==> src/rtl/ymbr_pkg.sv <==
// Package: shared types, codes and the CRC-16 byte update for the YMODEM block receiver.
package ymbr_pkg;

  // Operation codes of an input word.
  localparam logic [1:0] OP_BYTE    = 2'd0;
  localparam logic [1:0] OP_TIMEOUT = 2'd1;
  localparam logic [1:0] OP_START   = 2'd2;

  // Reply codes.
  localparam logic [1:0] RPL_NONE = 2'd0;
  localparam logic [1:0] RPL_ACK  = 2'd1;
  localparam logic [1:0] RPL_NAK  = 2'd2;
  localparam logic [1:0] RPL_C    = 2'd3;

  // Block verdict codes.
  localparam logic [3:0] ST_NONE     = 4'd0;
  localparam logic [3:0] ST_NEW      = 4'd1;
  localparam logic [3:0] ST_DUP      = 4'd2;
  localparam logic [3:0] ST_WRONG    = 4'd3;
  localparam logic [3:0] ST_BADCMP   = 4'd4;
  localparam logic [3:0] ST_BADCRC   = 4'd5;
  localparam logic [3:0] ST_GARBAGE  = 4'd6;
  localparam logic [3:0] ST_EOT      = 4'd7;
  localparam logic [3:0] ST_CANCEL   = 4'd8;
  localparam logic [3:0] ST_TIMEOUT  = 4'd9;
  localparam logic [3:0] ST_SESS_END = 4'd10;

  // Line control characters.
  localparam logic [7:0] CH_SOH = 8'h01;
  localparam logic [7:0] CH_STX = 8'h02;
  localparam logic [7:0] CH_EOT = 8'h04;
  localparam logic [7:0] CH_CAN = 8'h18;

  localparam logic [15:0] CRC_POLY  = 16'h1021;
  localparam logic [10:0] SHORT_LEN = 11'd128;
  localparam logic [10:0] LONG_LEN  = 11'd1024;

  // One result word.
  typedef struct packed {
    logic [1:0] reply;
    logic       data_valid;
    logic [7:0] data_byte;
    logic [3:0] block_status;
    logic       is_header;
    logic [7:0] block_number;
    logic       long_block;
    logic       last;
  } result_t;

  // Results caused by one input word.
  typedef struct packed {
    logic [1:0] count;
    result_t    r0;
    result_t    r1;
  } step_out_t;

  // Output queue status seen by the top level.
  typedef struct packed {
    logic       room;
    logic [2:0] fill;
  } queue_status_t;

  // CRC-16-CCITT, MSB first, one byte.
  function automatic logic [15:0] crc_byte(input logic [15:0] crc, input logic [7:0] b);
    logic [15:0] c;
    c = crc ^ {b, 8'h00};
    for (int i = 0; i < 8; i++) begin
      c = c[15] ? ({c[14:0], 1'b0} ^ CRC_POLY) : {c[14:0], 1'b0};
    end
    return c;
  endfunction

endpackage

==> src/rtl/ymbr_ifs.sv <==
// Interfaces: input word channel and result word channel.
interface ymbr_in_if;
  logic       valid;
  logic       ready;
  logic [1:0] operation;
  logic [7:0] rx_byte;

  modport source (output valid, output operation, output rx_byte, input ready);
  modport sink   (input valid, input operation, input rx_byte, output ready);
endinterface

interface ymbr_out_if;
  logic       valid;
  logic       ready;
  logic [1:0] reply;
  logic       data_valid;
  logic [7:0] data_byte;
  logic [3:0] block_status;
  logic       is_header;
  logic [7:0] block_number;
  logic       long_block;
  logic       last;

  modport source (output valid, output reply, output data_valid, output data_byte,
                  output block_status, output is_header, output block_number,
                  output long_block, output last, input ready);
  modport sink   (input valid, input reply, input data_valid, input data_byte,
                  input block_status, input is_header, input block_number,
                  input long_block, input last, output ready);
endinterface

==> src/rtl/ymbr_fsm.sv <==
// Protocol state machine: deframing, sequence and CRC checks, verdict results.
module ymbr_fsm (
  input  logic                 clk,
  input  logic                 rst,
  input  logic                 step,
  input  logic [1:0]           operation,
  input  logic [7:0]           rx_byte,
  output ymbr_pkg::step_out_t  results
);
  import ymbr_pkg::*;

  localparam logic [3:0] PH_IDLE    = 4'd0;
  localparam logic [3:0] PH_LEAD    = 4'd1;
  localparam logic [3:0] PH_SEQ     = 4'd2;
  localparam logic [3:0] PH_NSEQ    = 4'd3;
  localparam logic [3:0] PH_DATA    = 4'd4;
  localparam logic [3:0] PH_CRCH    = 4'd5;
  localparam logic [3:0] PH_CRCL    = 4'd6;
  localparam logic [3:0] PH_DISCARD = 4'd7;
  localparam logic [3:0] PH_EOTWAIT = 4'd8;

  logic [3:0]  phase, phase_next;
  logic        header_expected, header_expected_next;
  logic        long_payload, long_payload_next;
  logic [10:0] byte_count, byte_count_next;
  logic [15:0] running_crc, running_crc_next;
  logic [7:0]  received_crc_high, received_crc_high_next;
  logic [7:0]  block_seq, block_seq_next;
  logic [7:0]  expected_seq, expected_seq_next;
  logic        first_byte_zero, first_byte_zero_next;
  logic [3:0]  pending_error, pending_error_next;

  logic        go_lead;
  logic [3:0]  lead_phase;
  logic [1:0]  n;
  result_t     r0, r1;
  logic [15:0] crc_upd;
  logic [10:0] count_inc;
  logic [1:0]  retry;

  assign crc_upd   = crc_byte(running_crc, rx_byte);
  assign count_inc = byte_count + 11'd1;
  assign retry     = header_expected ? RPL_C : RPL_NAK;

  // Next state and results for the word in the input register.
  always_comb begin
    phase_next             = phase;
    header_expected_next   = header_expected;
    long_payload_next      = long_payload;
    byte_count_next        = byte_count;
    running_crc_next       = running_crc;
    received_crc_high_next = received_crc_high;
    block_seq_next         = block_seq;
    expected_seq_next      = expected_seq;
    first_byte_zero_next   = first_byte_zero;
    pending_error_next     = pending_error;
    go_lead    = 1'b0;
    lead_phase = PH_LEAD;
    n  = 2'd0;
    r0 = '0;
    r1 = '0;
    case (operation)
      OP_START: begin
        header_expected_next = 1'b1;
        expected_seq_next    = 8'd1;
        go_lead  = 1'b1;
        n        = 2'd1;
        r0.reply = RPL_C;
      end
      OP_TIMEOUT: begin
        if (phase == PH_EOTWAIT) begin
          n = 2'd2;
          r0.reply        = RPL_ACK;
          r0.block_status = ST_TIMEOUT;
          r1.reply        = RPL_C;
          header_expected_next = 1'b1;
          go_lead = 1'b1;
        end else if (phase != PH_IDLE) begin
          n = 2'd1;
          r0.reply        = retry;
          r0.block_status = (phase == PH_DISCARD) ? pending_error : ST_TIMEOUT;
          r0.is_header    = header_expected;
          r0.block_number = block_seq;
          r0.long_block   = long_payload;
          go_lead = 1'b1;
        end
      end
      OP_BYTE: begin
        case (phase)
          PH_LEAD: begin
            if (rx_byte == CH_SOH || rx_byte == CH_STX) begin
              long_payload_next = (rx_byte == CH_STX);
              byte_count_next   = '0;
              running_crc_next  = '0;
              phase_next        = PH_SEQ;
            end else if (rx_byte == CH_EOT) begin
              if (header_expected) begin
                n = 2'd2;
                r0.reply        = RPL_ACK;
                r0.block_status = ST_EOT;
                r0.is_header    = 1'b1;
                r1.reply        = RPL_C;
              end else begin
                n = 2'd1;
                r0.reply        = RPL_NAK;
                r0.block_status = ST_EOT;
                phase_next      = PH_EOTWAIT;
              end
            end else if (rx_byte == CH_CAN) begin
              n = 2'd1;
              r0.block_status = ST_CANCEL;
              r0.is_header    = header_expected;
              phase_next      = PH_IDLE;
            end else begin
              pending_error_next = ST_GARBAGE;
              phase_next         = PH_DISCARD;
            end
          end
          PH_SEQ: begin
            block_seq_next = rx_byte;
            phase_next     = PH_NSEQ;
          end
          PH_NSEQ: begin
            if ((block_seq ^ rx_byte) != 8'hFF) begin
              pending_error_next = ST_BADCMP;
              phase_next         = PH_DISCARD;
            end else begin
              phase_next = PH_DATA;
            end
          end
          PH_DATA: begin
            if (byte_count == '0) begin
              first_byte_zero_next = (rx_byte == 8'h00);
            end
            running_crc_next = crc_upd;
            byte_count_next  = count_inc;
            n = 2'd1;
            r0.data_valid   = 1'b1;
            r0.data_byte    = rx_byte;
            r0.is_header    = header_expected;
            r0.block_number = block_seq;
            r0.long_block   = long_payload;
            if (count_inc >= (long_payload ? LONG_LEN : SHORT_LEN)) begin
              phase_next = PH_CRCH;
            end
          end
          PH_CRCH: begin
            received_crc_high_next = rx_byte;
            phase_next             = PH_CRCL;
          end
          PH_CRCL: begin
            r0.reply        = RPL_ACK;
            r0.block_number = block_seq;
            r0.long_block   = long_payload;
            if ({received_crc_high, rx_byte} != running_crc) begin
              r0 = '0;
              pending_error_next = ST_BADCRC;
              phase_next         = PH_DISCARD;
            end else if (header_expected) begin
              r0.is_header = 1'b1;
              go_lead      = 1'b1;
              if (first_byte_zero) begin
                n = 2'd1;
                r0.block_status = ST_SESS_END;
                lead_phase      = PH_IDLE;
              end else begin
                n = 2'd2;
                r0.block_status = ST_NEW;
                r1.reply        = RPL_C;
                header_expected_next = 1'b0;
                expected_seq_next    = 8'd1;
              end
            end else if (block_seq == expected_seq) begin
              n = 2'd1;
              r0.block_status   = ST_NEW;
              expected_seq_next = expected_seq + 8'd1;
              go_lead           = 1'b1;
            end else if (block_seq == expected_seq - 8'd1) begin
              n = 2'd1;
              r0.block_status = ST_DUP;
              go_lead         = 1'b1;
            end else begin
              r0 = '0;
              pending_error_next = ST_WRONG;
              phase_next         = PH_DISCARD;
            end
          end
          PH_EOTWAIT: begin
            n = 2'd2;
            r0.reply        = RPL_ACK;
            r0.block_status = (rx_byte == CH_EOT) ? ST_EOT : ST_GARBAGE;
            r1.reply        = RPL_C;
            header_expected_next = 1'b1;
            go_lead = 1'b1;
          end
          default: begin
          end
        endcase
      end
      default: begin
      end
    endcase
    // Return to waiting for a lead byte with the block context cleared.
    if (go_lead) begin
      phase_next             = lead_phase;
      long_payload_next      = 1'b0;
      byte_count_next        = '0;
      running_crc_next       = '0;
      received_crc_high_next = '0;
      block_seq_next         = '0;
      first_byte_zero_next   = 1'b0;
      pending_error_next     = '0;
    end
    if (n == 2'd1) begin
      r0.last = 1'b1;
    end
    if (n == 2'd2) begin
      r1.last = 1'b1;
    end
  end

  assign results.count = step ? n : 2'd0;
  assign results.r0    = r0;
  assign results.r1    = r1;

  // State registers, updated once per processed word.
  always_ff @(posedge clk) begin
    if (rst) begin
      phase             <= PH_IDLE;
      header_expected   <= 1'b1;
      long_payload      <= 1'b0;
      byte_count        <= '0;
      running_crc       <= '0;
      received_crc_high <= '0;
      block_seq         <= '0;
      expected_seq      <= 8'd1;
      first_byte_zero   <= 1'b0;
      pending_error     <= '0;
    end else if (step) begin
      phase             <= phase_next;
      header_expected   <= header_expected_next;
      long_payload      <= long_payload_next;
      byte_count        <= byte_count_next;
      running_crc       <= running_crc_next;
      received_crc_high <= received_crc_high_next;
      block_seq         <= block_seq_next;
      expected_seq      <= expected_seq_next;
      first_byte_zero   <= first_byte_zero_next;
      pending_error     <= pending_error_next;
    end
  end

endmodule

==> src/rtl/ymbr_outq.sv <==
// Four-entry result queue that takes up to two result words per cycle.
module ymbr_outq (
  input  logic                     clk,
  input  logic                     rst,
  input  ymbr_pkg::step_out_t      push,
  output ymbr_pkg::queue_status_t  status,
  ymbr_out_if.source               egress
);
  import ymbr_pkg::*;

  result_t    entries [4];
  logic [1:0] wr_ptr, rd_ptr;
  logic [2:0] fill;
  logic       pop;
  result_t    head;

  assign pop  = egress.valid && egress.ready;
  assign head = entries[rd_ptr];

  // Queue storage writes.
  always_ff @(posedge clk) begin
    if (push.count != 2'd0) begin
      entries[wr_ptr] <= push.r0;
    end
    if (push.count == 2'd2) begin
      entries[wr_ptr + 2'd1] <= push.r1;
    end
  end

  // Pointers and fill level.
  always_ff @(posedge clk) begin
    if (rst) begin
      wr_ptr <= '0;
      rd_ptr <= '0;
      fill   <= '0;
    end else begin
      wr_ptr <= wr_ptr + push.count;
      rd_ptr <= rd_ptr + {1'b0, pop};
      fill   <= fill + {1'b0, push.count} - {2'b00, pop};
    end
  end

  assign status.fill = fill;
  assign status.room = (fill <= 3'd2);

  assign egress.valid        = (fill != 3'd0);
  assign egress.reply        = head.reply;
  assign egress.data_valid   = head.data_valid;
  assign egress.data_byte    = head.data_byte;
  assign egress.block_status = head.block_status;
  assign egress.is_header    = head.is_header;
  assign egress.block_number = head.block_number;
  assign egress.long_block   = head.long_block;
  assign egress.last         = head.last;

endmodule

==> src/rtl/ymbr_outq_dummy_guard.sv <==
// Input word register that feeds the state machine one word per cycle while step is high.
module ymbr_inreg (
  input  logic        clk,
  input  logic        rst,
  input  logic        step,
  output logic        held,
  output logic [1:0]  operation,
  output logic [7:0]  rx_byte,
  ymbr_in_if.sink     ingress
);
  import ymbr_pkg::*;

  logic accept;

  assign ingress.ready = !held || step;
  assign accept        = ingress.valid && ingress.ready;

  // Valid flag of the held word.
  always_ff @(posedge clk) begin
    if (rst) begin
      held <= 1'b0;
    end else if (ingress.ready) begin
      held <= ingress.valid;
    end
  end

  // Payload of the held word.
  always_ff @(posedge clk) begin
    if (accept) begin
      operation <= ingress.operation;
      rx_byte   <= ingress.rx_byte;
    end
  end

endmodule

==> src/rtl/ymodem_block_receiver_core.sv <==
// YMODEM block receiver core: input register, state machine and result queue.
// A result word is offered by the result queue after the state machine has processed
// its input word, which waits in the input register while the queue lacks room.
// Throughput: one input word per cycle while the queue has room for two results; the
// results of a word leave one at a time through the single-word output channel.
// Reset (synchronous, active high) returns to idle with a header expected and
// empties the input register and the result queue.
module ymodem_block_receiver_core (
  input  logic        clk,
  input  logic        rst,
  ymbr_in_if.sink     ingress,
  ymbr_out_if.source  egress
);
  import ymbr_pkg::*;

  logic          held;
  logic          step;
  logic [1:0]    op_q;
  logic [7:0]    byte_q;
  step_out_t     results;
  queue_status_t q_status;

  // A held word is processed once the queue can take two results.
  assign step = held && q_status.room;

  ymbr_inreg u_inreg (
    .clk       (clk),
    .rst       (rst),
    .step      (step),
    .held      (held),
    .operation (op_q),
    .rx_byte   (byte_q),
    .ingress   (ingress)
  );

  ymbr_fsm u_fsm (
    .clk       (clk),
    .rst       (rst),
    .step      (step),
    .operation (op_q),
    .rx_byte   (byte_q),
    .results   (results)
  );

  ymbr_outq u_outq (
    .clk    (clk),
    .rst    (rst),
    .push   (results),
    .status (q_status),
    .egress (egress)
  );

`ifndef SYNTHESIS
  a_fill_bound: assert property (@(posedge clk) disable iff (rst)
    q_status.fill <= 3'd4)
    else $error("result queue overfilled");

  a_no_accept_when_stuck: assert property (@(posedge clk) disable iff (rst)
    (held && !step) |-> !ingress.ready)
    else $error("input accepted while held word is stalled");

  a_push_shows: assert property (@(posedge clk) disable iff (rst)
    (results.count != 2'd0) |=> egress.valid)
    else $error("pushed result word not offered");

  a_reset_empty: assert property (@(posedge clk)
    rst |=> !egress.valid)
    else $error("result offered right after reset");
`endif

endmodule

==> src/flat_wrapper.sv <==
// flat-port wrapper written by rule: the top's interface ports become plain ports
module ymodem_block_receiver_core_flat import ymbr_pkg::*;
  (clk, rst, ingress_valid, ingress_operation, ingress_rx_byte, ingress_ready, egress_valid, egress_reply, egress_data_valid, egress_data_byte, egress_block_status, egress_is_header, egress_block_number, egress_long_block, egress_last, egress_ready);
  ymbr_in_if ingress_i ();
  ymbr_out_if egress_i ();
  input  logic clk;
  input  logic rst;
  input wire logic [$bits(ingress_i.valid)-1:0] ingress_valid;
  input wire logic [$bits(ingress_i.operation)-1:0] ingress_operation;
  input wire logic [$bits(ingress_i.rx_byte)-1:0] ingress_rx_byte;
  output wire logic [$bits(ingress_i.ready)-1:0] ingress_ready;
  output wire logic [$bits(egress_i.valid)-1:0] egress_valid;
  output wire logic [$bits(egress_i.reply)-1:0] egress_reply;
  output wire logic [$bits(egress_i.data_valid)-1:0] egress_data_valid;
  output wire logic [$bits(egress_i.data_byte)-1:0] egress_data_byte;
  output wire logic [$bits(egress_i.block_status)-1:0] egress_block_status;
  output wire logic [$bits(egress_i.is_header)-1:0] egress_is_header;
  output wire logic [$bits(egress_i.block_number)-1:0] egress_block_number;
  output wire logic [$bits(egress_i.long_block)-1:0] egress_long_block;
  output wire logic [$bits(egress_i.last)-1:0] egress_last;
  input wire logic [$bits(egress_i.ready)-1:0] egress_ready;
  assign ingress_i.valid = ingress_valid;
  assign ingress_i.operation = ingress_operation;
  assign ingress_i.rx_byte = ingress_rx_byte;
  assign ingress_ready = ingress_i.ready;
  assign egress_valid = egress_i.valid;
  assign egress_reply = egress_i.reply;
  assign egress_data_valid = egress_i.data_valid;
  assign egress_data_byte = egress_i.data_byte;
  assign egress_block_status = egress_i.block_status;
  assign egress_is_header = egress_i.is_header;
  assign egress_block_number = egress_i.block_number;
  assign egress_long_block = egress_i.long_block;
  assign egress_last = egress_i.last;
  assign egress_i.ready = egress_ready;
  ymodem_block_receiver_core u_core (.clk(clk), .rst(rst), .ingress(ingress_i), .egress(egress_i));
endmodule
==> config.mk <==
export PLATFORM = sky130hd
export DESIGN_NAME = ymodem_block_receiver_core_flat
export DESIGN_NICKNAME = d
export VERILOG_FILES = /design/src/rtl/ymbr_pkg.sv /design/src/rtl/ymbr_ifs.sv /design/src/rtl/ymbr_fsm.sv /design/src/rtl/ymbr_outq.sv /design/src/rtl/ymbr_outq_dummy_guard.sv /design/src/rtl/ymodem_block_receiver_core.sv /design/src/flat_wrapper.sv
export SDC_FILE = /design/constraint.sdc
export NUM_CORES = 1
export LEC_CHECK = 0
export BUFFER_PORTS_ARGS = -buffer_cell sky130_fd_sc_hd__buf_2
export CORE_MARGIN = 2
export CORE_UTILIZATION = 56
export CTS_CLUSTER_DIAMETER = 150
export DETAILED_ROUTE_END_ITERATION = 6
export GPL_TIMING_DRIVEN = 1
export PLACE_DENSITY = 0.74
export SYNTH_ARGS = -nofsm -noshare
export SYNTH_HDL_FRONTEND = slang
export SYNTH_SLANG_ARGS = --single-unit
==> constraint.sdc <==
create_clock -name clk -period 4.9 [get_ports clk]
set_input_delay 1.225 -clock clk [delete_from_list [all_inputs] [get_ports clk]]
set_output_delay 1.225 -clock clk [all_outputs]
set_load 0.02 [all_outputs]
==> summary.md <==
| Metric | Value |
|---|---|
| RSZ-0062 raised after global routing | no |
| Max Cap Viol | 0 |
| Routability cong. | 0.986 |
| Rows | 48 |
| Adder-cell share of the synthesized area | 1.63% |
| Crit. Startpoint | u_core.u_inreg.rx_byte[0] |
| Crit-path max FO | 9 |
| Filler cell count | 1454 |
| Synth area leader | dfxtp_1 |
| Crit path arrival time | approximately 4.4 ns |
| Commonest cells post-synth | dfxtp_1, nand2_1, mux2i_1 |
| Post-CTS Resized | 0 |
| Post-synthesis compound-gate area fraction | 13.0% |
| Clock Latency Late Sink | 0.44 ns |
| Vias per cell | around 6.2 |
| Worst setup endpoint | u_core.u_outq.fill[2] |
| CP Class | reg -> reg |
| Cells after Synth | 1006 |
| Drt wl/cell | 20.0 um |
| Vias | 7709 |
| Synth cell types | 80 |
| Ant. Diodes | 0 |
| Post-synthesis xor/xnor area fraction | 6.53% |
| Largest family of logic cells by synthesized area | simple AND/OR/NAND/NOR gates |
| PortBufs | 41 |
| Worst vdd ir | 359 uV |
| Detail Placement HPWL | 17300 um |
| GRT overflow | 0 |
| Main synth FF type | dfxtp_1 |
| Post-synthesis sequential area ratio | 40.2% |
| Leakage | 4.43 nW |
| Layout cells sized above 1 | 14.3% |
| Worst R2R Setup Slack | 0.81 ns |
| Max-slew headroom | 25.5% |
| Die height | 135 um |
| Hold Vio Cnt, Final | 0 |
| Initial antenna violation count | 0 |
| Post-synth ARST share | 0% |
| WP data required | 5.20 ns |
| Mapped Nets | 1032 |
| Clock sinks | 183 |
| Die width | 135 um |
| Die Footprint | between 15000 and 20000 um2 |
| Largest net degree at the start of global routing | 33 |
| Reg2Reg Depth | 15 |
| Fin cells | 1249 |
| Synthesized area per cell | 9.60 um2 |
| Simple-gate portion of the synthesized area | a little under a fifth |
| Max Fclk | 245 MHz |
| Mapped cell area | 9650 um2 |
| Ports | 42 |
| Minimum clock period | roughly 4.1 ns |
| Fin area | 10500 um2 |
| Crit start category | flip-flop |
| Post-CTS Hold Buffers | 0 |
| #FFs+latches synth | 183 |
| Net count reported at finish | 1037 |
| Core area | 17100 um2 |
| Worst setup EP type | flip-flop |
| Root Buffer | clkbuf_16 |
| Setup-failing EPs final | 0 |
| Routed WL | 24900 um |
| First-pass GRT wire length | 39700 um |
| CTS Buf Count | 17 |
| DP Area | 9870 um2 |
| FF-to-FF End | u_core.u_outq.fill[2] |
| Most common cell in the netlist | dfxtp_1 |
| CTS tree | built |
| Worst r2r src | u_core.u_inreg.rx_byte[0] |
| Initial DRC count | 650 |
| Setup bufs post-CTS | 0 |
| Global-route usage over all layers | ~28% |
| Top cells by area, synth | dfxtp_1, mux2i_1, edfxtp_1 |
| Status | finished clean |
| Number of detailed-route iterations in the first pass | 6 |
| Hold Path Class | reg -> reg |
| Multiplexer share of the synthesized area | 15.8% |
| Pwr Total | 3.65 mW |
| Slew Limit Fails | 0 |
| Max Clock Skew | 0.0108 ns |
| Power per Cell Area | 348 nW/um2 |
| Post-synth EDFFs | 22 |
| Setup_tns | 0 ns |
| Starting density of the core | 56.6% |
| Vias in the first global route | between 7000 and 8000 |
| Clock Path Buffers | 2 |
| Placed Cells | 1217 |
| ANT nets after route | 0 |
| Share of the synthesized area in the top cell type | 33.4% |
| Worst-Margin Slew | 1.11 ns |
| CTS clk-pin slew, worst paths | 0.07 ns |
| Area Overhead vs Synth | 8.53% |
| Period utilisation layout | 83.4% |
| Syn. warnings | 0 |
| DR DRC count | 0 |
| H-tree Lvls | 4 |
-- kinds of logic after synthesis --
group / Yosys count
adder cells (fa/ha/maj): 12
XOR/XNOR: 72
AO/OA/AOI/OAI: 179
multiplexers: 120
flip-flops: 183
AND/OR/NAND/NOR: 353
buffers and inverters: 87
-- power by group --
group,switching (mW),internal [mW]
combinational,0.329,0.250
sequential,0.118,1.57
clock,0.650,0.733
total,1.10,2.55
-- routing by layer --
metal	global-route usage, %	wire [um]	up-vias
met5	0	0	-
met2	47.5	12200	251
met1	36.0	10700	3784
met4	9.14	596	0
met3	4.86	1460	50
li1	-	-	3624
-- sequential cells by signal, summed over array words and instances, names as in the netlist, 4 cells and up --
register / count
u_core.u_outq.entries: 104
u_core.u_fsm.received_crc_high: 8
u_core.u_fsm.expected_seq: 8
u_core.u_inreg.rx_byte: 8
u_core.u_fsm.byte_count: 11
u_core.u_fsm.phase: 4
u_core.u_fsm.running_crc: 16
u_core.u_fsm.block_seq: 8
-- layout make-up --
cell class	instances	area (um2)	share of cell area, %
clock inverters	12	126	1.21
repair buffers	56	318	3.03
well taps	225	282	2.69
clock buffers	20	478	4.56
inverters	17	63.8	0.609
multi-input cells	736	5330	50.8
flip-flops and latches	183	3880	37.1
-- how the worst min path moves through the flow --
| stage | start | endpoint | slack, ns | depth (start not counted) |
|---|---|---|---|---|
| final | u_core.u_outq.entries[1][1] | u_core.u_outq.entries[1][1] | 0.46 | 2 |
| after global routing | u_core.u_outq.entries[1][1] | u_core.u_outq.entries[1][1] | 0.48 | 2 |
| after CTS | u_core.u_outq.entries[0][21] | u_core.u_outq.entries[0][21] | 0.46 | 2 |
| after detailed placement | u_core.u_outq.entries[0][21] | u_core.u_outq.entries[0][21] | 0.45 | 2 |
| after global placement | u_core.u_outq.entries[3][18] | u_core.u_outq.entries[3][18] | 0.44 | 2 |
| after floorplan | u_core.u_fsm.pending_error[0] | u_core.u_fsm.pending_error[0] | 0.43 | 2 |
-- placed cells by master (no fill, tap or decap), types with 8 or more instances in the layout --
cell type and n:
xor2_1 46, ha_1 11, mux2i_1 93, clkbuf_16 18
dfxtp_1 160, or3_1 8, a21oi_1 41, buf_4 15
xnor2_1 26, o21ai_0 37, mux4_2 26, nand3_1 39
buf_2 41, o31ai_1 17, edfxtp_1 22, nor2_1 43
nor3_1 19, nor4_1 11, nand2b_1 8, o21ai_1 10
and2_1 8, a22o_1 17, inv_1 17, nor2b_1 9
nand2_1 159, o211ai_1 11, nand4_1 10
-- stage by stage --
step	worst slack, ns	utilization, %	hold slack (ns)
final	0.812	61.4	0.460
after global placement	1.13	57.9	0.441
after detailed placement	0.973	57.9	0.452
after CTS	0.901	61.4	0.461
after global routing	0.505	61.4	0.477
after floorplan	1.52	-	0.431
-- critical path, stage by stage, from the launching register on --
cell and delay, ns:
edfxtp_1 0.57, xor2_1 0.22, nor4_1 0.44, nand4_1 0.36
nor2_2 0.38, o311ai_4 0.25, o211ai_1 0.25, nand2_1 0.16
ha_1 0.33, inv_1 0.06, ha_1 0.13, inv_1 0.05
fa_1 0.37, xnor2_1 0.18, xnor2_1 0.15, nor2_1 0.05
Power figures use the tool's default switching activity.
